## src/rtl/gpc_ram.sv

```systemverilog
module gpc_ram #(
    parameter int WIDTH = 8,
    parameter int DEPTH = 64,
    localparam int AW = (DEPTH > 1) ? $clog2(DEPTH) : 1
) (
    input  logic                    i_clk,
    input  logic                    i_we,
    input  logic [AW-1:0]           i_waddr,
    input  logic [WIDTH-1:0]        i_wdata,
    input  logic                    i_re,
    input  logic [AW-1:0]           i_raddr,
    output logic [WIDTH-1:0]        o_rdata
);

    logic [WIDTH-1:0] r_mem [DEPTH];
    logic [WIDTH-1:0] r_rdata;

    always_ff @(posedge i_clk) begin
        if (i_we) begin
            r_mem[i_waddr] <= i_wdata;
        end
        if (i_re) begin
            r_rdata <= r_mem[i_raddr];
        end
    end

    assign o_rdata = r_rdata;

endmodule

```

## config.mk

```make
export PLATFORM = sky130hd
export DESIGN_NAME = gpc_ram
export DESIGN_NICKNAME = d
export VERILOG_FILES = /design/src/rtl/gpc_ram.sv
export SDC_FILE = /design/constraint.sdc
export NUM_CORES = 1
export LEC_CHECK = 0
export BUFFER_PORTS_ARGS = -buffer_cell sky130_fd_sc_hd__buf_2
export CORE_ASPECT_RATIO = 0.7
export CORE_MARGIN = 5
export CORE_UTILIZATION = 55
export CTS_CLUSTER_SIZE = 20
export DETAILED_ROUTE_END_ITERATION = 8
export PLACE_DENSITY = 0.83
export SYNTH_ARGS = -nofsm -noshare
export SYNTH_HDL_FRONTEND = slang
export SYNTH_SLANG_ARGS = --single-unit
```

## constraint.sdc

```tcl
create_clock -name i_clk -period 3.28 [get_ports i_clk]
set_clock_uncertainty 0.2 [all_clocks]
set_input_delay 0.656 -clock i_clk [delete_from_list [all_inputs] [get_ports i_clk]]
set_output_delay 0.656 -clock i_clk [all_outputs]
set_load 0.01 [all_outputs]
```

==> results.cfg <==
[timing]
finalMaxSlewViolations = 0
worst_pin_slew_ns = 0.835
post-route-min-period_ns = 2.75
fin_tns_setup_ns = 0
rsz0062_at_grt = no
worst_slew_margin_rel_pct = 44.1
max_freq_mhz = 364
setup_viol_count_final = 0
hold_violations = 0
fin_crit_sh_pct = 83.8

[placed_design]
numPortBuffers = 30
dp_hpwl_um = 30700
globalplace.congestion = 0.873

[worst_setup_path]
path_max_fanout = 26
critPathMostFrequentCell = buf_4
cp-start-kind = input pin
crit_chain = clkbuf_8, buf_4, mux4_2, nor2b_1, a2111oi_0, buf_4, o41ai_1
slowest_delay_ns = 0.58
endpoint = o_rdata[5]
ff2ff_setup_slack_ns = 0.75
slowest_stage = a2111oi_0
worstPathArrival_ns = 2.85
r2r_start = r_mem[29][6]
worst_setup_path_end_kind = flip-flop
crit_family = buffers and inverters
required_ns = 3.38
crit_path_start = i_raddr[0]
timing.rr.end = o_rdata[6]
cp_num_buf_inv = 3
path_depth = 7
r2r_cells = 6
path_class = in -> reg

[power]
vdd_drop_max_uv = 407
p_per_area_nw_per_um2 = 570
clockPowerShare_pct = 38.2
p_comb_share_pct = 5.7
p_sw_share_pct = 21.2
p_switching_mw = 2.79
power_frac_seq_pct = 56.1
power.total_mw = 13.2
p_int_mw = 10.4
p_leak_nw = 7.43

[final_layout]
syn_to_final_growth_pct = 14.1
drive_gt1_share_pct = 31.7
diodes = 0
final_cell_mix = 520 x edfxtp_1, 126 x mux4_2, 117 x buf_4
fin_nets = 1113
final_common_cell = edfxtp_1

[clocking]
post-cts-setup-buffers = 0
postCtsResizedCells = 0
clk_pin_slew_ns = 0.07
cts_tree = built
htree_levels = 2
clock-root-buffer = clkbuf_16
cts_sinks = 520
ctsHoldBuffers = 0
cts_buffer_depth = 3
clk_latency_ns = 0.57
numCtsBuffers = 45

[logic_synthesis]
syn-instance-count = 940
ys_ff_latch = 520
yosysWarnings = 0
synth-seq-area-share_pct = 77.1
synth_enable_flop_cells = 520
netlist_area_sq_um = 20200
synthesis.nets = 963
syn_area_per_cell_sq_um = 21.5
synth-main-ff-cell = edfxtp_1
ys_async_sr_fraction_pct = 0
synth.distinct_cells = 39

[detailed_routing]
wl_um = 48100
dr.pass1.iters = 6
num_vias = 10500
ant_nets = 0
drt_iter0_drc = 1796
drc_errors = 0
via_per_inst = 6.56
wire_per_inst_um = 30.0

[run]
drv_cap = 0

[die]
design.core.area_sq_um = 36100
rows = 58
dieArea_sq_um = 40800
io_pins = 31
die_h_um = 171
initial_core_util_pct = 56.0
fp.dieW_um = 239

[grt]
grt_pass1_wl_um = 71400
grt_pass1_vias = 10700
antenna_found_initial = 0
grt_overflow = 0
grt_max_degree = 65
globalRouteTotalUtil_pct = 24.1

[hold_path]
worstHoldStart = i_re
hold_path.class = in -> reg

[status]
status = finished clean
## registers in the layout, summed over array words and instances (netlist names)
signal	cells
o_rdata	8
r_mem	512
## area by class of cell
class | count | area, sq um
clock inverters | 24 | 149
fillers | 2304 | 13000
multi-input cells | 369 | 4320
flip-flops and latches | 520 | 15600
clock buffers | 58 | 1220
well taps | 480 | 601
repair buffers | 154 | 1210
## Yosys cell counts (2+ instances only)
| master | number | area share (%) |
|---|---|---|
| nand2b_1 | 7 | 0.22 |
| a21oi_1 | 3 | 0.074 |
| edfxtp_1 | 520 | 77 |
| o21ai_0 | 2 | 0.049 |
| nor4_1 | 2 | 0.062 |
| a221oi_1 | 6 | 0.26 |
| buf_1 | 4 | 0.074 |
| nand3b_1 | 3 | 0.11 |
| clkbuf_1 | 17 | 0.32 |
| nor2_1 | 83 | 1.5 |
| mux4_2 | 126 | 14 |
| o32ai_1 | 2 | 0.087 |
| buf_2 | 11 | 0.27 |
| a22oi_1 | 3 | 0.11 |
| a2111oi_0 | 2 | 0.087 |
| a211oi_1 | 4 | 0.15 |
| mux2i_1 | 23 | 1.1 |
| o221ai_1 | 8 | 0.35 |
| nand3_1 | 13 | 0.32 |
| buf_4 | 13 | 0.48 |
| nor3_1 | 7 | 0.17 |
| buf_6 | 4 | 0.22 |
| o21a_1 | 2 | 0.074 |
| o22ai_1 | 8 | 0.25 |
| mux2_2 | 13 | 0.72 |
| buf_12 | 2 | 0.20 |
| nand4_1 | 2 | 0.062 |
| nand2_1 | 19 | 0.35 |
| o2bb2ai_1 | 3 | 0.13 |
| nor2b_1 | 14 | 0.43 |
| o41ai_1 | 2 | 0.087 |
| o21ai_1 | 2 | 0.049 |
| o2111ai_1 | 3 | 0.13 |
| o221a_2 | 2 | 0.11 |
## how the worst min path moves through the flow
stage                  endpoint  slack, ns  cells past startpoint
global route         o_rdata[6]       0.25                      1
floorplan           r_mem[0][0]       0.55                      0
global placement     o_rdata[4]       0.72                      3
CTS                  o_rdata[6]       0.24                      1
detailed placement   o_rdata[2]       0.72                      4
finish               o_rdata[4]       0.27                      1
## power by group through the flow
stage / clock [mW] / combinational, mW / sequential (mW)
finish: 5.02 / 0.752 / 7.39
global route: 5.37 / 0.793 / 7.38
CTS: 5.09 / 0.743 / 7.39
detailed placement: 0 / 0.734 / 7.53
global placement: 0 / 0.709 / 7.53
floorplan: 0 / 0.392 / 7.52
## metal layers
layer	wire length (um)	track usage (%)	part of all wire, %	vias to the layer above
met4	1330	7.22	2.8	0
met2	22700	36.9	47	769
met1	17700	33.9	37	5437
met5	0	0	0	-
met3	6400	7.80	13	95
li1	-	-	-	4229
## through the flow
stage	hold slack [ns]	instances	cell area (sq um)	setup slack, ns	utilization, %
2_1_floorplan	0.555	940	20200	0.618	-
3_3_place_gp	0.721	1523	21700	0.0334	60.2
3_5_place_dp	0.720	1523	21700	0.0222	60.2
4_1_cts	0.242	1605	23100	0.572	63.9
5_1_grt	0.248	1605	23100	0.449	63.9
6_report	0.269	1605	23100	0.532	63.9
## logic make-up (layout without fill, tap and decap cells)
family / Yosys count / after routing / synth area share (%)
buffers and inverters: 51 / 236 / 1.56
flip-flops: 520 / 520 / 77.1
multiplexers: 162 / 162 / 15.9
AO/OA/AOI/OAI: 54 / 54 / 2.06
AND/OR/NAND/NOR: 153 / 153 / 3.37
No activity file was read; power rests on OpenSTA's default activity.
